<file path="config.mk">
export PLATFORM = sky130hd
export DESIGN_NAME = gww_wbuf
export DESIGN_NICKNAME = d
export VERILOG_FILES = /design/src/rtl/gww_pkg.sv /design/src/rtl/gww_wbuf.sv
export SDC_FILE = /design/constraint.sdc
export NUM_CORES = 2
export LEC_CHECK = 0
export ABC_AREA = 1
export ABC_CLOCK_PERIOD_IN_PS = 3430
export BUFFER_PORTS_ARGS = -buffer_cell sky130_fd_sc_hd__buf_4
export CORE_MARGIN = 10
export CORE_UTILIZATION = 65
export DETAILED_ROUTE_END_ITERATION = 8
export PLACE_DENSITY = 0.81
export SETUP_SLACK_MARGIN = 0.5
export SLEW_MARGIN = 0
export SYNTH_ARGS = -nofsm -noshare
export SYNTH_HDL_FRONTEND = slang
export SYNTH_SLANG_ARGS = --single-unit
</file>
<file path="constraint.sdc">
create_clock -name clk -period 3.43 [get_ports clk]
set_input_delay 0.1715 -clock clk [delete_from_list [all_inputs] [get_ports clk]]
set_output_delay 0.1715 -clock clk [all_outputs]
set_load 0.01 [all_outputs]
</file>
<file path="src/rtl/gww_pkg.sv">
// Shared types and constants for the greedy word wrap block.
// No dependencies; imported by the modules below it.
package gww_pkg;

	localparam int ROW_W = 7;
	localparam int COL_W = 7;

	localparam logic [7:0] SPACE_CHAR = 8'd32;
	localparam logic [7:0] DOT_CHAR   = 8'd46;
	localparam logic [7:0] NUL_CHAR   = 8'd0;

	localparam logic [1:0] MODE_TEXT = 2'd0;
	localparam logic [1:0] MODE_EOL  = 2'd1;
	localparam logic [1:0] MODE_READ = 2'd2;

	localparam logic KIND_LINE = 1'b0;
	localparam logic KIND_READ = 1'b1;

	localparam logic [1:0] REG_ROW_COLUMNS = 2'd0;
	localparam logic [1:0] REG_ROW_LIMIT   = 2'd1;

	// row store access, one per cycle: write or read, never both
	typedef struct packed {
		logic             we;
		logic             re;
		logic [ROW_W-1:0] row;
		logic [COL_W-1:0] col;
		logic [7:0]       wdata;
	} store_cmd_t;

	typedef struct packed {
		logic       we;
		logic       re;
		logic [7:0] waddr;
		logic [7:0] raddr;
		logic [7:0] wdata;
	} wbuf_cmd_t;

	typedef struct packed {
		logic       valid;
		logic       kind;
		logic [6:0] rows;
		logic [7:0] data;
	} res_t;

endpackage

</file>
<file path="src/rtl/gww_wbuf.sv">
// Word buffer: bytes of the word being collected, registered read.
// Depends on gww_pkg; instantiated by greedy_word_wrap.
module gww_wbuf
	import gww_pkg::*;
#(
	parameter int WORD_CAP = 254
) (
	input  logic       clk,
	input  wbuf_cmd_t  cmd,
	output logic [7:0] rdata
);

	localparam int WA = (WORD_CAP > 1) ? $clog2(WORD_CAP) : 1;

	logic [7:0] wbuf_mem_q [WORD_CAP];
	logic [7:0] rd_q;

	always_ff @(posedge clk) begin
		if (cmd.we) begin
			wbuf_mem_q[cmd.waddr[WA-1:0]] <= cmd.wdata;
		end
		if (cmd.re) begin
			rd_q <= wbuf_mem_q[cmd.raddr[WA-1:0]];
		end
	end

	assign rdata = rd_q;

endmodule

</file>
; ---- Word level (Yosys, flattened, before mapping)
; Memory sizes are Yosys's and may differ from the RTL's. A register that Yosys moved wholly into a read port is not among the register bits.
; Index checks and enable logic that the tools add are counted.
[totals]
register_bits = 0
ramBits = 2032
wordCells = 3
memories = 1
[memory_table]
columns = name, words, word_bits, read_ports, rd_clocked_by_memory_dff, write_ports, line
row1 = wbuf_mem_q, 254, 8, 1, 1, 1, gww_wbuf.sv:15  ; logic [7:0] wbuf_mem_q [WORD_CAP];
[classes]
mux = 2
[op_table]
columns = op, count
row1 = $mux 1, 2

; ---- Depth between registers and ports, before layout
[logic_depth]
word_depth = 2
depth_mapped = 16

; ---- Worst setup path before layout
; OpenSTA, ideal clock, no wires.
[synth_path]
path_kind = input-to-reg
from = in cmd[25] (netlist bit)
to = mem wbuf_mem_q[160][0] (enable)
t_arrival_ps = 1293
slack_ps = 1767
cell_stages = 4
path_buffers = 2
cell_sequence = clkbuf_1 > nand3_1 > clkbuf_1 > nor2_1
[synth_via]
elab_chain_len = 2
[synth_rtl]
columns = item, line
row1 = from (decl), gww_wbuf.sv:9  ; input wbuf_cmd_t cmd,
row2 = $mux 1, gww_wbuf.sv:19  ; if (cmd.we) begin
row3 = $mux 1 (not written as such), gww_wbuf.sv:20  ; wbuf_mem_q[cmd.waddr[WA-1:0]] <= cmd.wdata;
row4 = to (decl), gww_wbuf.sv:15
; No other way between the ends.

; ---- Final worst setup path
[layout_path]
from = in cmd[20] (netlist bit)
to = mem wbuf_mem_q[201][0] (enable)
; Straight into the memory's write port.

==> results by group <==
Run status
  • Outcome: finished, final reports clean

Power and ir drop
  • Pwr per Cell Area: 554 nW/µm²
  • Peak VDD IR: 0.000652 V
  • Leakage: 31.5 nW

Route
  • Routed vias: 56,700
  • Met2 WL post-DR: 101,000 µm
  • Final wirelength: 219,000 µm
  • Drt drc: 0
  • DR top layer: met5
  • Vias per cell: 6.50
  • WL per Instance: 25.1 µm
  • Final ANT Viol Nets: 0
  • DRT Pass-1 Iters: 8
  • M1 WL: 75,900 µm
  • Metal3 WL: 30,700 µm
  • Drt first-iter violations: 10,300

Hold path
  • Worst Hold Class: in2reg

Timing
  • Max-slew headroom: 31.5%
  • Tcrit/Tclk final: 63.4%
  • Fin Setup TNS: 0 ns
  • Max Fclk: 0.460 GHz
  • RSZ-0062 raised after global routing: no
  • Final Max Tran Viols: 0
  • Final setup fails: 0
  • Slew @ Worst Pin: 1.02 ns
  • Fin. Hold Viols: 0
  • Final Skew: 0.0247 ns
  • Fin crit period: 2.18 ns

Place
  • Dpl hpwl: 121,000 µm
  • Placer Congestion: 0.929
  • IO Port Bufs: 34

Floorplan
  • I/O pin cnt: 35
  • Initial Utilization: 65.4%
  • Num rows: 131
  • Core Region: 128,000 µm²
  • Die width: 378 µm
  • Die extent in y: 378 µm
  • Die area: 143,000 µm²

Logic synthesis
  • Mean Syn Cell Area: 11.9 µm²
  • Syn Nets: 7,021
  • Distinct cell type count after synthesis: 16
  • Syn Inst Count: 6,994
  • Yosys reg bits: 2,040
  • Largest family of logic cells by synthesized area: simple AND/OR/NAND/NOR gates
  • Post-Syn Area: 83,400 µm²
  • Mux contribution to synthesized area: 0%
  • Simple-Gate Fraction of Synth Area: 22.8%
  • Yosys warns: 0
  • Seq/Total Area, Yosys: 73.4%
  • Synth Area in Compound Gates: 0.0900%
  • Xor/xnor cell area share of the yosys netlist: 0%
  • Synth Area in Adders: 0%

Clocking
  • TritonCTS clock tree: yes
  • Inserted Clock Buffers: 189
  • # Post-CTS Setup Buffers: 0
  • Post-CTS Hold Buffers: 10
  • Root Buffer Master: clkbuf_16
  • CTS max path bufs: 3
  • H-tree Lvls: 4
  • Worst-path clk slew: 0.06 ns
  • Post-CTS sizing: 0
  • Clock sinks: 2,040
  • Worst skew pair latency: 0.84 ns

Worst setup path
  • WP data required: 3.88 ns
  • Critical Path Fanout Max: 16
  • Critical path class: in2reg
  • Crit path DAT: 2.62 ns
  • Critical path startpoint category: primary input
  • Worst Setup End Kind: register

Final layout
  • Sequential standard cell area: 61,300 µm²
  • Layout cells sized above 1: 6.19%
  • Nets: 6,938
  • Area Growth Syn to Fin: 8.51%
  • # fillers: 7,991
  • Footprint of the multi-input gates: 19,100 µm²
  • Util after Layout: 71.0%

Run
  • Max Cap Viol: 0

Global route
  • Largest net degree at the start of global routing: 163
  • Vias in the first global route: 53,800
  • Total track usage: 30.0%
  • First-pass GRT wire length: 324,000 µm
  • Total congestion overflow: 0
  • Initial antenna violation count: 6
## flip-flops by register name, summed over array words and instances, names as in the netlist
register,flops
rdata,8
wbuf_mem_q,2032
## power by group
| group | total, mW | leakage [nW] | internal [mW] | switching (mW) |
|---|---|---|---|---|
| Combinational | 3.14 | 10.5 | 0.764 | 2.38 |
| Sequential | 27.5 | 18.3 | 27.5 | 0.0305 |
| Clock | 19.5 | 2.73 | 10.5 | 8.96 |
| Total | 50.2 | 31.5 | 38.8 | 11.4 |
## worst max-delay path, cell delays in order
cell     delay (ns)
buf_4          0.12
nor2_1         0.54
nand3_1        0.81
nor2_1         0.96
## area by class of cell
cell class                      count  share of cell area (%)
Sequential cell                  2040                    67.7
Clock buffer                      240                    5.46
Inverter                           60                   0.286
Clock inverter                     97                   0.727
Timing Repair Buffer              205                    2.48
Multi-Input combinational cell   4415                    21.0
Antenna cell                        3                 0.00829
Tap cell                         1662                    2.30
## cell usage in the layout, fill, tap and decap left out, types with 2 or more instances in the layout
| cell | count |
|---|---|
| dlygate4sd3_1 | 10 |
| clkinv_2 | 24 |
| edfxtp_1 | 2040 |
| nand2_1 | 2145 |
| inv_6 | 9 |
| diode_2 | 3 |
| buf_12 | 48 |
| clkinv_1 | 51 |
| bufinv_16 | 5 |
| clkinv_8 | 5 |
| buf_8 | 11 |
| inv_16 | 2 |
| buf_4 | 136 |
| inv_1 | 55 |
| a21oi_1 | 15 |
| clkbuf_1 | 50 |
| inv_8 | 2 |
| nor2_1 | 290 |
| nand3_1 | 1964 |
| clkbuf_16 | 190 |
## cell usage after synthesis, drive strengths merged
cell | number | share of area [%]
a21oi | 15 | 0.090
buf | 396 | 3.1
clkbuf | 83 | 0.37
edfxtp | 2040 | 73
inv | 60 | 0.27
nand2 | 2145 | 9.7
nand3 | 1964 | 12
nor2 | 290 | 1.3
or2 | 1 | 0.0075
## through the flow
stage / hold slack (ns) / cell area [µm²] / setup WS (ns) / power (mW) / std cells
after floorplan: 0.270 / 83400 / 1.77 / 29.8 / 6994
after global placement: 0.477 / 84800 / 0.618 / 31.0 / 8372
after detailed placement: 0.474 / 84800 / 0.636 / 31.1 / 8372
after CTS: 0.0120 / 90500 / 1.50 / 50.1 / 8719
after global routing: 0.0578 / 90500 / 1.19 / 51.3 / 8719
final: 0.0652 / 90500 / 1.25 / 50.2 / 8722
## metal layers
metal  GRT usage [%]  up-vias
met4            13.9       12
met3            7.63      710
met1            40.4    26900
met5               0        -
met2            46.2     4516
li1                -    24600
## worst paths after layout
check	end	startpoint	slack, ns	cells past startpoint
max reg2reg	rdata[5]	wbuf_mem_q[171][5]	1.40	10
min reg2reg	rdata[4]	wbuf_mem_q[4][4]	1.12	10
min	rdata[4]	cmd[14]	0.07	5
max	wbuf_mem_q[201][0]	cmd[20]	1.25	4
## cells by family (layout without fill, tap and decap cells)
logic type      Yosys count  in the layout
simple gates           4400           4400
compound gates           15             15
other cells               0              3
buf+inv                 539            602
flops                  2040           2040
No activity file was read; power rests on OpenSTA's default activity.
