### src/rtl/gww_pkg.sv
// Shared types and constants for the greedy word wrap block.
// No dependencies; imported by the modules below it.
package gww_pkg;

	localparam int ROW_W = 7;
	localparam int COL_W = 7;

	localparam logic [7:0] SPACE_CHAR = 8'd32;
	localparam logic [7:0] DOT_CHAR   = 8'd46;
	localparam logic [7:0] NUL_CHAR   = 8'd0;

	localparam logic [1:0] MODE_TEXT = 2'd0;
	localparam logic [1:0] MODE_EOL  = 2'd1;
	localparam logic [1:0] MODE_READ = 2'd2;

	localparam logic KIND_LINE = 1'b0;
	localparam logic KIND_READ = 1'b1;

	localparam logic [1:0] REG_ROW_COLUMNS = 2'd0;
	localparam logic [1:0] REG_ROW_LIMIT   = 2'd1;

	// row store access, one per cycle: write or read, never both
	typedef struct packed {
		logic             we;
		logic             re;
		logic [ROW_W-1:0] row;
		logic [COL_W-1:0] col;
		logic [7:0]       wdata;
	} store_cmd_t;

	typedef struct packed {
		logic       we;
		logic       re;
		logic [7:0] waddr;
		logic [7:0] raddr;
		logic [7:0] wdata;
	} wbuf_cmd_t;

	typedef struct packed {
		logic       valid;
		logic       kind;
		logic [6:0] rows;
		logic [7:0] data;
	} res_t;

endpackage

### src/rtl/gww_ifs.sv
// Valid/ready channel interfaces of the greedy word wrap block.
// Depends on nothing; used by gww_ctrl and greedy_word_wrap.
interface gww_item_if;
	logic       valid;
	logic       ready;
	logic [1:0] mode;
	logic [7:0] text_byte;
	logic [5:0] read_row;
	logic [5:0] read_column;

	modport source (output valid, mode, text_byte, read_row, read_column, input ready);
	modport sink (input valid, mode, text_byte, read_row, read_column, output ready);
endinterface


interface gww_cfg_if;
	logic       valid;
	logic       ready;
	logic [1:0] index;
	logic [6:0] data;

	modport source (output valid, index, data, input ready);
	modport sink (input valid, index, data, output ready);
endinterface

### src/rtl/gww_ctrl.sv
// Wrap sequencer: word collection, placement, trimming, ellipsis, results.
// Depends on gww_pkg and gww_ifs; drives gww_store and gww_wbuf.
module gww_ctrl
	import gww_pkg::*;
#(
	parameter int MAX_ROWS = 64,
	parameter int WORD_CAP = 254
) (
	input  logic        clk,
	input  logic        arst_n,
	gww_item_if.sink    item,
	gww_cfg_if.sink     cfg,
	output store_cmd_t  st_cmd,
	input  logic [7:0]  st_rdata,
	output wbuf_cmd_t   wb_cmd,
	input  logic [7:0]  wb_rdata,
	output res_t        res,
	input  logic        take
);

	localparam logic [10:0] ROWS_W = 11'(MAX_ROWS);
	localparam logic [7:0]  CAP    = 8'(WORD_CAP);

	typedef enum logic [9:0] {
		S_IDLE    = 10'b00_0000_0001,
		S_PW      = 10'b00_0000_0010,
		S_CP_RD   = 10'b00_0000_0100,
		S_CP_WR   = 10'b00_0000_1000,
		S_TRIM_RD = 10'b00_0001_0000,
		S_TRIM_CK = 10'b00_0010_0000,
		S_TERM    = 10'b00_0100_0000,
		S_ELL     = 10'b00_1000_0000,
		S_POST    = 10'b01_0000_0000,
		S_EMIT    = 10'b10_0000_0000
	} state_t;

	typedef enum logic [1:0] {
		OP_TEXT  = 2'd0,
		OP_SPACE = 2'd1,
		OP_EOL   = 2'd2
	} op_t;

	state_t           state_q, state_d;
	op_t              op_q, op_d;
	logic [7:0]       wl_q, wl_d;
	logic [7:0]       idx_q, idx_d;
	logic [COL_W-1:0] col_q, col_d;
	logic [ROW_W-1:0] row_q, row_d;
	logic             ovf_q, ovf_d;
	logic [1:0]       dots_q, dots_d;
	logic             kind_q, kind_d;
	logic [6:0]       count_q, count_d;
	logic             close_q, close_d;
	logic [5:0]       cols_q;
	logic [6:0]       lim_q;

	logic [6:0]       eff_lim;
	logic             enabled;
	logic             brk;
	logic [6:0]       clip_col;
	logic [7:0]       row_inc;
	logic [7:0]       wl_inc;
	logic             row_full;

	assign eff_lim  = ({4'b0, lim_q} > ROWS_W) ? ROWS_W[6:0] : lim_q;
	assign enabled  = (cols_q != 6'd0) && (eff_lim != 7'd0);
	assign row_inc  = {1'b0, row_q} + 8'd1;
	assign wl_inc   = wl_q + 8'd1;
	assign row_full = row_inc >= {1'b0, eff_lim};
	// break before a byte: column used up, or a fitting word that does not fit here
	assign brk = (col_q >= {1'b0, cols_q}) ||
		((idx_q == 8'd0) && (wl_q <= {2'b0, cols_q}) &&
		(({2'b0, col_q} + {1'b0, wl_q}) > {3'b0, cols_q}));
	assign clip_col = (col_q > ({1'b0, cols_q} - 7'd3)) ? ({1'b0, cols_q} - 7'd3) : col_q;

	assign item.ready = (state_q == S_IDLE);
	assign cfg.ready  = 1'b1;

	assign res.valid = (state_q == S_EMIT);
	assign res.kind  = kind_q;
	assign res.rows  = (kind_q == KIND_LINE) ? count_q : 7'd0;
	assign res.data  = (kind_q == KIND_READ) ? st_rdata : NUL_CHAR;

	always_comb begin
		state_d = state_q;
		op_d    = op_q;
		wl_d    = wl_q;
		idx_d   = idx_q;
		col_d   = col_q;
		row_d   = row_q;
		ovf_d   = ovf_q;
		dots_d  = dots_q;
		kind_d  = kind_q;
		count_d = count_q;
		close_d = close_q;
		st_cmd  = '0;
		wb_cmd  = '0;
		case (state_q)
			S_IDLE: begin
				if (item.valid) begin
					case (item.mode)
						MODE_TEXT: begin
							if (enabled && !ovf_q && (item.text_byte != NUL_CHAR)) begin
								if (item.text_byte == SPACE_CHAR) begin
									op_d    = OP_SPACE;
									state_d = S_PW;
								end else begin
									wb_cmd.we    = 1'b1;
									wb_cmd.waddr = wl_q;
									wb_cmd.wdata = item.text_byte;
									wl_d         = wl_inc;
									if (wl_inc >= CAP) begin
										op_d    = OP_TEXT;
										state_d = S_PW;
									end
								end
							end
						end
						MODE_EOL: begin
							kind_d = KIND_LINE;
							if (enabled) begin
								op_d    = OP_EOL;
								state_d = S_PW;
							end else begin
								count_d = 7'd0;
								state_d = S_EMIT;
							end
						end
						MODE_READ: begin
							st_cmd.re  = 1'b1;
							st_cmd.row = {1'b0, item.read_row};
							st_cmd.col = {1'b0, item.read_column};
							kind_d     = KIND_READ;
							state_d    = S_EMIT;
						end
						default: ;
					endcase
				end
			end
			S_PW: begin
				idx_d   = 8'd0;
				state_d = ((wl_q == 8'd0) || ovf_q) ? S_POST : S_CP_RD;
			end
			S_CP_RD: begin
				if (brk) begin
					close_d = 1'b0;
					state_d = S_TRIM_RD;
				end else begin
					wb_cmd.re    = 1'b1;
					wb_cmd.raddr = idx_q;
					state_d      = S_CP_WR;
				end
			end
			S_CP_WR: begin
				st_cmd.we    = 1'b1;
				st_cmd.row   = row_q;
				st_cmd.col   = col_q;
				st_cmd.wdata = wb_rdata;
				col_d        = col_q + 7'd1;
				idx_d        = idx_q + 8'd1;
				state_d      = ((idx_q + 8'd1) == wl_q) ? S_POST : S_CP_RD;
			end
			S_TRIM_RD: begin
				if (col_q == 7'd0) begin
					state_d = S_TERM;
				end else begin
					st_cmd.re  = 1'b1;
					st_cmd.row = row_q;
					st_cmd.col = col_q - 7'd1;
					state_d    = S_TRIM_CK;
				end
			end
			S_TRIM_CK: begin
				if (st_rdata == SPACE_CHAR) begin
					col_d   = col_q - 7'd1;
					state_d = S_TRIM_RD;
				end else begin
					state_d = S_TERM;
				end
			end
			S_TERM: begin
				st_cmd.we    = 1'b1;
				st_cmd.row   = row_q;
				st_cmd.col   = col_q;
				st_cmd.wdata = NUL_CHAR;
				if (close_q) begin
					count_d = row_inc[6:0];
					state_d = S_EMIT;
				end else if (row_full) begin
					if (cols_q >= 6'd3) begin
						col_d  = clip_col;
						dots_d = 2'd3;
					end else begin
						dots_d = 2'd0;
					end
					state_d = S_ELL;
				end else begin
					row_d   = row_inc[ROW_W-1:0];
					col_d   = 7'd0;
					state_d = S_CP_RD;
				end
			end
			S_ELL: begin
				st_cmd.we  = 1'b1;
				st_cmd.row = row_q;
				st_cmd.col = col_q;
				if (dots_q != 2'd0) begin
					st_cmd.wdata = DOT_CHAR;
					col_d        = col_q + 7'd1;
					dots_d       = dots_q - 2'd1;
				end else begin
					st_cmd.wdata = NUL_CHAR;
					ovf_d        = 1'b1;
					state_d      = S_POST;
				end
			end
			S_POST: begin
				wl_d = 8'd0;
				case (op_q)
					OP_SPACE: begin
						// inner space kept only while it fits
						if (!ovf_q && (col_q != 7'd0) && (col_q < {1'b0, cols_q})) begin
							st_cmd.we    = 1'b1;
							st_cmd.row   = row_q;
							st_cmd.col   = col_q;
							st_cmd.wdata = SPACE_CHAR;
							col_d        = col_q + 7'd1;
						end
						state_d = S_IDLE;
					end
					OP_EOL: begin
						if (ovf_q) begin
							count_d = eff_lim;
							state_d = S_EMIT;
						end else begin
							close_d = 1'b1;
							state_d = S_TRIM_RD;
						end
					end
					default: state_d = S_IDLE;
				endcase
			end
			S_EMIT: begin
				if (take) begin
					if (kind_q == KIND_LINE) begin
						wl_d  = 8'd0;
						col_d = 7'd0;
						row_d = '0;
						ovf_d = 1'b0;
					end
					state_d = S_IDLE;
				end
			end
			default: state_d = S_IDLE;
		endcase
	end

	always_ff @(posedge clk or negedge arst_n) begin
		if (!arst_n) begin
			state_q <= S_IDLE;
			op_q    <= OP_TEXT;
			wl_q    <= 8'd0;
			idx_q   <= 8'd0;
			col_q   <= 7'd0;
			row_q   <= '0;
			ovf_q   <= 1'b0;
			dots_q  <= 2'd0;
			kind_q  <= KIND_LINE;
			count_q <= 7'd0;
			close_q <= 1'b0;
			cols_q  <= 6'd40;
			lim_q   <= 7'd64;
		end else begin
			state_q <= state_d;
			op_q    <= op_d;
			wl_q    <= wl_d;
			idx_q   <= idx_d;
			col_q   <= col_d;
			row_q   <= row_d;
			ovf_q   <= ovf_d;
			dots_q  <= dots_d;
			kind_q  <= kind_d;
			count_q <= count_d;
			close_q <= close_d;
			if (cfg.valid) begin
				case (cfg.index)
					REG_ROW_COLUMNS: cols_q <= cfg.data[5:0];
					REG_ROW_LIMIT:   lim_q  <= cfg.data;
					default: ;
				endcase
			end
		end
	end

	// single-port use of the row store: the sequencer never reads and writes at once
	a_store_one_access: assert property (@(posedge clk) disable iff (!arst_n)
		!(st_cmd.we && st_cmd.re))
		else $error("row store read and write in one cycle");

	a_wbuf_in_range: assert property (@(posedge clk) disable iff (!arst_n)
		wb_cmd.we |-> (wb_cmd.waddr < CAP))
		else $error("word buffer write beyond capacity");

	a_ovf_no_word: assert property (@(posedge clk) disable iff (!arst_n)
		((state_q == S_IDLE) && ovf_q) |-> (wl_q == 8'd0))
		else $error("word pending after overflow");

	a_read_to_emit: assert property (@(posedge clk) disable iff (!arst_n)
		((state_q == S_IDLE) && item.valid && (item.mode == MODE_READ)) |=> (state_q == S_EMIT))
		else $error("read request did not reach result stage");

	a_res_hold: assert property (@(posedge clk) disable iff (!arst_n)
		(res.valid && !take) |=> (res.valid && $stable(res.data) && $stable(res.rows)))
		else $error("result changed before it was taken");

endmodule
### src/flat_wrapper.sv
// flat-port wrapper written by rule: the top's interface ports become plain ports
module gww_ctrl_flat import gww_pkg::*;
#(
	parameter int MAX_ROWS = 64,
	parameter int WORD_CAP = 254
)
  (clk, arst_n, st_cmd, st_rdata, wb_cmd, wb_rdata, res, take, item_valid, item_mode, item_text_byte, item_read_row, item_read_column, item_ready, cfg_valid, cfg_index, cfg_data, cfg_ready);
  gww_item_if item_i ();
  gww_cfg_if cfg_i ();
  input  logic clk;
  input  logic arst_n;
  output store_cmd_t st_cmd;
  input  logic [7:0] st_rdata;
  output wbuf_cmd_t wb_cmd;
  input  logic [7:0] wb_rdata;
  output res_t res;
  input  logic take;
  input wire logic [$bits(item_i.valid)-1:0] item_valid;
  input wire logic [$bits(item_i.mode)-1:0] item_mode;
  input wire logic [$bits(item_i.text_byte)-1:0] item_text_byte;
  input wire logic [$bits(item_i.read_row)-1:0] item_read_row;
  input wire logic [$bits(item_i.read_column)-1:0] item_read_column;
  output wire logic [$bits(item_i.ready)-1:0] item_ready;
  input wire logic [$bits(cfg_i.valid)-1:0] cfg_valid;
  input wire logic [$bits(cfg_i.index)-1:0] cfg_index;
  input wire logic [$bits(cfg_i.data)-1:0] cfg_data;
  output wire logic [$bits(cfg_i.ready)-1:0] cfg_ready;
  assign item_i.valid = item_valid;
  assign item_i.mode = item_mode;
  assign item_i.text_byte = item_text_byte;
  assign item_i.read_row = item_read_row;
  assign item_i.read_column = item_read_column;
  assign item_ready = item_i.ready;
  assign cfg_i.valid = cfg_valid;
  assign cfg_i.index = cfg_index;
  assign cfg_i.data = cfg_data;
  assign cfg_ready = cfg_i.ready;
  gww_ctrl #(.MAX_ROWS(MAX_ROWS), .WORD_CAP(WORD_CAP)) u_core (.clk(clk), .arst_n(arst_n), .item(item_i), .cfg(cfg_i), .st_cmd(st_cmd), .st_rdata(st_rdata), .wb_cmd(wb_cmd), .wb_rdata(wb_rdata), .res(res), .take(take));
endmodule
### config.mk
export PLATFORM = sky130hd
export DESIGN_NAME = gww_ctrl_flat
export DESIGN_NICKNAME = d
export VERILOG_FILES = /design/src/rtl/gww_pkg.sv /design/src/rtl/gww_ifs.sv /design/src/rtl/gww_ctrl.sv /design/src/flat_wrapper.sv
export SDC_FILE = /design/constraint.sdc
export NUM_CORES = 1
export LEC_CHECK = 0
export ABC_AREA = 1
export ABC_CLOCK_PERIOD_IN_PS = 5200
export BUFFER_PORTS_ARGS = -buffer_cell sky130_fd_sc_hd__buf_2
export CAP_MARGIN = 25
export CORE_UTILIZATION = 30
export DETAILED_ROUTE_END_ITERATION = 6
export SLEW_MARGIN = 25
export SYNTH_ARGS = -nofsm -noshare
export SYNTH_HDL_FRONTEND = slang
export SYNTH_SLANG_ARGS = --single-unit
### constraint.sdc
create_clock -name clk -period 5.2 [get_ports clk]
set_input_delay 1.04 -clock clk [delete_from_list [all_inputs] [get_ports clk]]
set_output_delay 1.04 -clock clk [all_outputs]
set_load 0.02 [all_outputs]
; Word level (Yosys, flattened, before mapping)
; Cells that the tools add are included.
[totals]
ff_bits = 67
rom_bits = 0
inputBits = 52
memories = 0
elab_cells = 220
latchBits = 0
ram_bits = 0
[classes]
n_div = 0
shifts = 0
bitwise_logic = 0
mul = 0
eq_ne = 47
order_cmp = 9
n_reduce_logical = 43
n_addsub = 8
mux = 100
[ops]
columns = cell, n
row1 = 2-to-1 mux 8 bit, 20
row2 = 2-to-1 mux 7 bit, 22
row3 = 2-to-1 mux 10 bit, 10
row4 = one-hot mux 10 bit (10 select lines), 1
row5 = one-hot mux 14 bit (4 select lines), 1
row6 = one-hot mux 8 bit (3 select lines), 2
row7 = 2-to-1 mux 15 bit, 3
row8 = 2-to-1 mux 22 bit, 2
row9 = one-hot mux 7 bit (6 select lines), 1
row10 = one-hot mux 10 bit (3 select lines), 1
row11 = != test 2 x 1 -> 1 bit (second input constant), 13
row12 = one-hot mux 7 bit (3 select lines), 1
row13 = != test 2 bit (second input constant), 10
row14 = 2-to-1 mux 9 bit, 2
row15 = adder 8 x 1 -> 8 bit (second input constant), 2
row16 = equality test 8 x 6 -> 1 bit (second input constant), 2
row17 = zero test 8 bit, 2
row18 = 2-to-1 mux 2 bit, 8
row19 = one-hot mux 8 bit (2 select lines), 1
row20 = nonzero test 2 bit, 8
row21 = 2-to-1 mux 1 bit, 15
row22 = one-hot mux 7 bit (2 select lines), 1
row23 = AND reduction 7 bit, 2
row24 = nonzero test 7 bit, 2
row25 = other kinds (52), 75

; Longest topological paths before layout
; Gate-level depths: netlist of the first run.
[logic_depth]
depth_word = 10
mapped_depth = 19
depth_no_buf = 19

; Worst setup path after synthesis of the first run
; No wires, ideal clock.
[synth_timing]
path_type = register -> output
start = reg u_core.wl_q[0]
end = out wb_cmd[10] (netlist name)
t_arrival_ns = 2.859
n_path_buf = 0
required_ns = 4.160
stages_incl_launch_ff = 18
path_slack_ns = 1.301
path_cell_list = dfrtp_1 > ha_1 > inv_1 > fa_1 > o21ai_0 > xor2_1 > ha_1 > nand2_1 > nor2_1 > nand2_1 > nand2_1 > o21ai_0 > nand2_1 > nand2_1 > nand2_1 > nand2_1 > nand3_1 > nor2_1
[synth_rtl]
columns = element, line_no
row1 = from (decl), gww_ctrl.sv:45  ; logic [7:0] wl_q, wl_d;
row2 = from (signal assigned), gww_ctrl.sv:276  ; wl_q <= wl_d;
row3 = to (decl), flat_wrapper.sv:14  ; output wbuf_cmd_t wb_cmd;

==> out/qor.csv, run 1 <==
metric;value;unit
ys_warn_count;0;
root_buffer;clkbuf_16;
crit_top_cell;nand2_1;
leakage;0.004389;uW
viasPerCell;4.891;
synth_area;0.006580;mm2
firstDrtPassIters;5;
htreeDepth;3;
drt-wirelength-per-cell;14.50;um
setup_tns;0;ps
ctsResizeCount;0;
setup_viol;0;
num_vias;7023;
layout_min_cycle_time;4696;ps
synth_most_common_cell;nand2_1;
synth.net_count;1151;
postCtsSetupRepairBufs;0;
tritoncts;built;
drc_errors;0;
period_share;90.30;%
crit_arrival;3660;ps
cp_slowest_stage_delay;540;ps
skew;8.353;ps
hold_violations;0;
synthTopCellsByCount;289 x nand2_1, 155 x inv_1, 121 x nor2_1, 117 x nand3_1, 63 x dfrtp_1;
maxCapViolations;0;
required;4160;ps
async_reset_ff_share;100.0;%
max-vdd-ir-drop;0.1318;mV
port_buffers;119;
hold_buffers;0;
synth-edff-count;0;
cts_sinks;67;
p_per_area;368.1;mW/mm2
postRouteAntennaNets;0;
cts_buffer_depth;2;
stdcell_area;0.007717;mm2
syn_to_final_growth;17.28;%
synth_top_area_share;23.96;%
ys_seq_area_share;25.56;%
synthTopCellsByArea;dfrtp_1 24%, nand2_1 16%, ha_1 10%;
coreArea;0.02129;mm2
ioPinCount;121;
grt_overflow_total;0;
fin_cells;1436;
place_inst;1420;
die_w;150.1;um
grt_first_pass_wirelength;32950;um
syn_avg_cell_area;6.303;um2
maxSlewViolCount;0;
place_congestion;0.9243;
crit_path_end_kind;output port;
yosys.cell_types.count;47;
cp_num_buf_inv;2;
cp-start-kind;register;
antenna_found_initial;1;
cp_max_fo;10;
dieArea;0.02253;mm2
nNetsFinal;1263;
status;complete, no violations;
ys_seq_elements;67;
grt_usage;19.06;%
drtIter0Drc;482;
initial_core_util;30.91;%
cpLargestDelayFamily;simple AND/OR/NAND/NOR gates;
crit_slowest_cell;dfrtp_1;
synth-main-ff-cell;dfrtp_1;
cts_buffers;9;
crit_chain;ha_1, inv_1, fa_1, o21ai_0, xor2_1, ha_1, nand2_1, nor2_1, nand2_1, nand2_1, o21ai_0, nand2_1, nand2_1, nand2_1, nand2_1, nand3_1, nor2_1, buf_2;
grt_max_degree;36;
placed_cell_area;0.007440;mm2
final_layout_size_suffix_gt1_share;15.68;%
crit_type;register to output port;
hp-class;register to register;
synth_top_area_cell;dfrtp_1;
rows;53;
fmax;0.2130;GHz
grt_setup_unrepaired;false;
die_y;150.1;um
grt_pass1_vias;6258;
clk_pin_slew_worst_paths;60;ps
routed_wl;20820;um
n_antenna_cell;0;
synthCells;1044;
worst_slew_margin_rel;45.46;%
clk_latency;340;ps
worst_pin_slew;818.1;ps
hpwlAfterDp;16490;um
-- where the power goes --
| group | leakage (uW) | internal, uW | switching, uW | total (uW) |
|---|---|---|---|---|
| Sequential | 0.000891 | 610 | 164 | 774 |
| Clock | 0.000136 | 325 | 257 | 582 |
| Combinational | 0.00336 | 506 | 979 | 1480 |
| Total | 0.00439 | 1440 | 1400 | 2840 |
-- kinds of logic after synthesis --
family / synth area share [%]
AO/OA/AOI/OAI: 9.374
XOR/XNOR: 2.795
adder cells (fa/ha/maj): 10.57
buffers and inverters: 11.30
flip-flops: 25.56
other: 0.05699
AND/OR/NAND/NOR: 40.35
-- worst reg2reg max path, stage by stage, from the launching register on --
cell and delay (ps):
dfrtp_1 460, ha_1 220, nand3_1 110, nor2_1 140, inv_1 70, o21ai_0 300, inv_1 80, ha_1 320
inv_1 80, o211ai_1 120, inv_1 70, nand3_1 420, o21ai_2 520, nand2_1 290, nand2_1 130, nand2_1 50
-- area by class of cell --
cell class / instances / area, um2
tap: 275 / 344.1
clock inverter: 7 / 52.55
inverter: 172 / 648.1
timing repair buffer: 121 / 610.6
clock buffer: 9 / 225.2
sequential: 67 / 1682
multi-input combinational: 785 / 4155
fill: 2301 / 13570
-- routing by layer --
layer	track usage, %	wire length, um	vias up
met2	31.02	9428	217
met3	2.939	1090	37
li1	-	-	3569
met1	25.56	9837	3198
met5	0	13	-
met4	6.515	447	2
-- path summary, 6_finish.rpt --
| check | endpoint | cells past startpoint | slack [ps] | from |
|---|---|---|---|---|
| max reg2reg | u_core.row_q[6] | 15 | 1690 | u_core.row_q[0] |
| min in group asynchronous | u_core.count_q[0] | 1 | 770 | arst_n |
| max in group asynchronous | u_core.state_q[0] | 2 | 3430 | arst_n |
| min reg2reg | u_core.count_q[6] | 2 | 480 | u_core.count_q[6] |
| max | wb_cmd[9] | 18 | 500 | u_core.wl_q[0] |
| min | u_core.count_q[6] | 2 | 480 | u_core.count_q[6] |
-- placed cells by master, fill, tap and decap left out, types with 3 or more instances in the layout --
master	netlist	layout
a21oi_1	28	28
buf_2	4	119
clkbuf_16	0	9
clkinv_1	5	5
clkinv_4	0	3
dfrtp_1	63	63
dfstp_2	4	4
ha_1	54	54
inv_1	155	155
inv_2	11	11
nand2_1	289	289
nand2_2	5	5
nand2_4	4	4
nand3_1	117	117
nand3b_1	5	5
nand4_1	11	11
nor2_1	121	121
nor2_2	6	6
nor2_4	4	4
nor3_1	23	23
nor4_1	4	4
o211ai_1	8	8
o21ai_0	40	40
o21ai_1	6	6
o22ai_1	12	12
xnor2_1	6	6
xor2_1	15	15
-- stage by stage --
step           setup WS (ps)  hold slack [ps]  total power, uW  utilization [%]
6_report               504.3            480.3             2841            36.25
3_5_place_dp           852.2            463.0             2259            34.95
2_1_floorplan           1301            441.9             1846                -
5_1_grt                233.5            501.8             3090            36.25
3_3_place_gp           950.7            458.8             2239            34.95
4_1_cts                471.2            477.6             2850            36.25
-- state kept, by name (all words and copies together) (netlist names), 6 cells and up --
name,count
u_core.idx_q,8
u_core.row_q,7
u_core.state_q,10
u_core.col_q,7
u_core.wl_q,8
u_core.lim_q,7
u_core.cols_q,6
u_core.count_q,7
Power figures use the tool's default switching activity.
==> run 2, diff against run 1 <==
Settings changed: BUFFER_PORTS_ARGS -buffer_cell sky130_fd_sc_hd__buf_2 to -buffer_cell sky130_fd_sc_hd__buf_4, PLACE_DENSITY set to 0.55.
==> run 2 against run 1 <==
Effect of this change: first-iteration DRC count fell by 2.5%; routed wire length increased by 2.6%; global-route usage increased by 0.43 points; final area up 4.5%; sequential share of layout area is 0.93 points lower; power increased by 5.2%; clock-buffer cell count up 3; critical path type unchanged.
==> out/qor.csv, run 2 (synthesis gave the netlist of run 1 again) <==
metric;value;unit
p_seq_share;25.5;%
p_total;2988;uW
coreArea;0.02129;mm2
leakage;0.004451;uW
largest_reg_flops;10;
firstDrtPassIters;5;
switching_power;1404;uW
intPower;1584;uW
hp-class;register to register;
place_congestion;0.8971;
drc_errors;0;
crit_type;register to output port;
initial_core_util;30.91;%
postCtsSetupRepairBufs;0;
ctsResizeCount;0;
clk_pin_slew_worst_paths;60;ps
setup_tns;0;ps
n_antenna_cell;0;
antenna_found_initial;0;
layout_common_cells;289 x nand2_1, 155 x inv_1, 121 x nor2_1;
cts_buffers;9;
cts_buffer_depth;2;
viasPerCell;4.857;
routed_wl;21370;um
layout_commonest_cell;nand2_1;
maxSlewViolCount;0;
final_layout_size_suffix_gt1_share;15.50;%
htreeDepth;3;
required;4160;ps
fmax;0.2108;GHz
crit_path_end_kind;output port;
layout_min_cycle_time;4743;ps
p_per_area;370.7;mW/mm2
num_vias;6974;
postRouteAntennaNets;0;
die_w;150.1;um
grt_usage;19.49;%
grt_pass1_vias;6259;
hold_violations;0;
top_register;u_core.state_q;
max-vdd-ir-drop;0.1634;mV
worst_pin_slew;828.7;ps
maxCapViolations;0;
drtIter0Drc;470;
grt_first_pass_wirelength;33520;um
status;complete, no violations;
grt_setup_unrepaired;false;
clockPowerShare;23.0;%
root_buffer;clkbuf_16;
cp-start-kind;register;
rows;53;
switching_share;46.98;%
grt_max_degree;68;
cp_max_fo;10;
hpwlAfterDp;16620;um
port_buffers;119;
pwr-share-comb;51.5;%
hold_buffers;0;
dieArea;0.02253;mm2
ioPinCount;121;
crit_arrival;3700;ps
setup_viol;0;
die_y;150.1;um
syn_to_final_growth;22.51;%
grt_overflow_total;0;
skew;7.642;ps
largest_registers;u_core.state_q: 10 flops, u_core.idx_q: 8 flops, u_core.wl_q: 8 flops;
drt-wirelength-per-cell;14.88;um
worst_slew_margin_rel;44.75;%
clk_latency;340;ps
tritoncts;built;
cts_sinks;67;
period_share;91.22;%
nNetsFinal;1263;
==> run 2: final timing paths <==
check / startpoint / end / cells after the start / slack, ps
worst max-delay path: u_core.wl_q[0] / wb_cmd[13] / 18 / 460
worst min-delay path: u_core.count_q[0] / u_core.count_q[0] / 2 / 470
worst max register to register: u_core.row_q[0] / u_core.row_q[0] / 15 / 1650
worst min register to register: u_core.count_q[0] / u_core.count_q[0] / 2 / 470
max in group asynchronous: arst_n / u_core.lim_q[0] / 1 / 4010
min in group asynchronous: arst_n / u_core.idx_q[7] / 1 / 720
==> run 2: worst max-delay path, stage by stage, from the launching register on <==
cell     delay (ps)
dfrtp_1         530
ha_1            210
inv_1            60
fa_1            400
o21ai_0         320
xor2_1          200
ha_1            260
nand2_1          80
nor2_1           60
nand2_1          50
nand2_1          40
o21ai_0         140
nand2_1          70
nand2_1          90
nand2_1          70
nand2_1          70
nand3_1         340
nor2_1          220
buf_4           170
==> run 2: power by group through the flow <==
stage	combinational (uW)	sequential [uW]	clock (uW)
after global routing	1760	780	722
after CTS	1540	762	702
final	1540	763	687
after global placement	1530	770	0
after floorplan	1140	705	0
after detailed placement	1530	772	0
==> run 2: area by class of cell <==
cell class,instances,area [um2]
Timing Repair Buffer,121,912.1
Multi-Input combinational cell,785,4155
Sequential cell,67,1682
Clock buffer,12,246.5
Inverter,172,648.1
Fill cell,2320,13230
Clock inverter,4,73.82
Tap cell,275,344.1
==> run 2: per-stage QoR <==
step                      hold slack (ps)  utilization [%]  area, um2  setup slack, ps  instances
after global routing                503.1            37.87       8061            104.3       1436
after CTS                           477.5            37.85       8058            389.7       1436
after detailed placement            461.7            36.35       7737            768.3       1420
final                               469.5            37.87       8061            456.7       1436
after global placement              459.1            36.35       7737            931.7       1420
after floorplan                     441.9                -       6580             1301       1044
==> run 2: routing by layer <==
layer | wire length [um] | GRT usage [%]
met1 | 10340 | 27.69
met2 | 9443 | 30.60
met3 | 1178 | 2.515
met4 | 410 | 5.758
met5 | 0 | 0
==> run 3, diff against run 2 <==
==> constraint.sdc (replaced) <==
create_clock -name clk -period 5.2 [get_ports clk]
set_input_delay 1.04 -clock clk [delete_from_list [all_inputs] [get_ports clk]]
set_output_delay 1.04 -clock clk [all_outputs]
set_load 0.005 [all_outputs]
==> run 3 against run 2 <==
Effect of this change: critical path depth is the same; largest cell class unchanged; cell count about the same; worst setup slack gained 81 ps; combinational power fell by 4%.
==> out/qor.csv, run 3 (synthesis gave the netlist of run 1 again) <==
metric;value;unit
skew;7.973;ps
antenna_found_initial;0;
drt-wirelength-per-cell;15.01;um
firstDrtPassIters;5;
htreeDepth;3;
top_register;u_core.state_q;
grt_usage;19.67;%
final_core_util;37.95;%
leakage;0.004452;uW
layout_common_cells;289 x nand2_1, 155 x inv_1, 121 x nor2_1;
dieArea;0.02253;mm2
crit_type;register to output port;
n_antenna_cell;0;
die_y;150.1;um
root_buffer;clkbuf_16;
period_share;89.66;%
final_layout_size_suffix_gt1_share;15.43;%
die_w;150.1;um
setup_tns;0;ps
required;4160;ps
grt_pass1_vias;6429;
p_per_area;370.6;mW/mm2
reg2reg_slack;1640;ps
cts_buffers;9;
drtIter0Drc;435;
layout_commonest_cell;nand2_1;
p_total;2994;uW
num_vias;7004;
drc_errors;0;
port_buffers;119;
place_inst;1419;
postCtsSetupRepairBufs;0;
routed_wl;21540;um
fillers;2322;
maxCapViolations;0;
cts_sinks;67;
cp_max_fo;10;
place_congestion;0.9021;
ctsResizeCount;0;
grt_overflow_total;0;
crit_arrival;3620;ps
crit_path_end_kind;output port;
coreArea;0.02129;mm2
pre_cts_ws;856.2;ps
hold_violations;0;
clk_pin_slew_worst_paths;60;ps
clk_latency;350;ps
hp-class;register to register;
fmax;0.2145;GHz
grt_max_degree;68;
nNetsFinal;1262;
largest_registers;u_core.state_q: 10 flops, u_core.idx_q: 8 flops, u_core.wl_q: 8 flops;
syn_to_final_growth;22.76;%
max-vdd-ir-drop;0.1578;mV
fin_cells;1435;
cp-start-kind;register;
setup_slack;537.7;ps
initial_core_util;30.91;%
grt_setup_unrepaired;false;
setup_viol;0;
worst_pin_slew;839.9;ps
postRouteAntennaNets;0;
status;complete, no violations;
viasPerCell;4.881;
largest_reg_flops;10;
hpwlAfterDp;16680;um
layout_min_cycle_time;4662;ps
maxSlewViolCount;0;
hold_buffers;0;
tritoncts;built;
ioPinCount;121;
worst_slew_margin_rel;44.00;%
cts_buffer_depth;2;
grt_first_pass_wirelength;33870;um
rows;53;
[run 3: layout make-up]
cell class / instances / area (um2) / area share (%)
Tap cell: 275 / 344.1 / 4.260
Inverter: 172 / 648.1 / 8.024
Clock inverter: 4 / 97.59 / 1.208
Multi-Input combinational cell: 785 / 4155 / 51.44
Timing Repair Buffer: 120 / 904.6 / 11.20
Clock buffer: 12 / 246.5 / 3.051
Sequential cell: 67 / 1682 / 20.82
[run 3: critical path: stages (launching register included)]
cell	delay (ps)
dfrtp_1	540
ha_1	210
inv_1	60
fa_1	390
o21ai_0	270
xor2_1	190
ha_1	260
nand2_1	80
nor2_1	60
nand2_1	50
nand2_1	40
o21ai_0	140
nand2_1	60
nand2_1	60
nand2_1	90
nand2_1	90
nand3_1	340
nor2_1	220
buf_4	130
[run 3: worst paths after layout]
| kind | start | to | cells past startpoint |
|---|---|---|---|
| setup / recovery | u_core.wl_q[0] | wb_cmd[13] | 18 |
| hold / removal | u_core.count_q[0] | u_core.count_q[0] | 2 |
| setup reg to reg | u_core.row_q[0] | u_core.row_q[1] | 15 |
| hold reg to reg | u_core.count_q[0] | u_core.count_q[0] | 2 |
| max in group asynchronous | arst_n | u_core.lim_q[3] | 1 |
| min in group asynchronous | arst_n | u_core.idx_q[7] | 1 |
[run 3: routing by layer]
layer | GRT usage (%) | routed length, um
met5 | 0 | 0
met4 | 6.414 | 467
met3 | 3.091 | 1089
met2 | 31.23 | 9595
met1 | 27.09 | 10380
[run 3: metrics by stage]
stage | cell area (um2) | hold WS, ps
floorplan | 6580 | 441.9
CTS | 8074 | 478.1
detailed placement | 7730 | 463.0
global placement | 7730 | 459.9
global route | 8078 | 505.5
finish | 8078 | 471.9
[run 3: power breakdown]
part | total (uW) | switching [uW] | internal, uW
clock | 736 | 253 | 482
sequential | 781 | 171 | 610
combinational | 1480 | 941 | 536
total | 2990 | 1370 | 1630
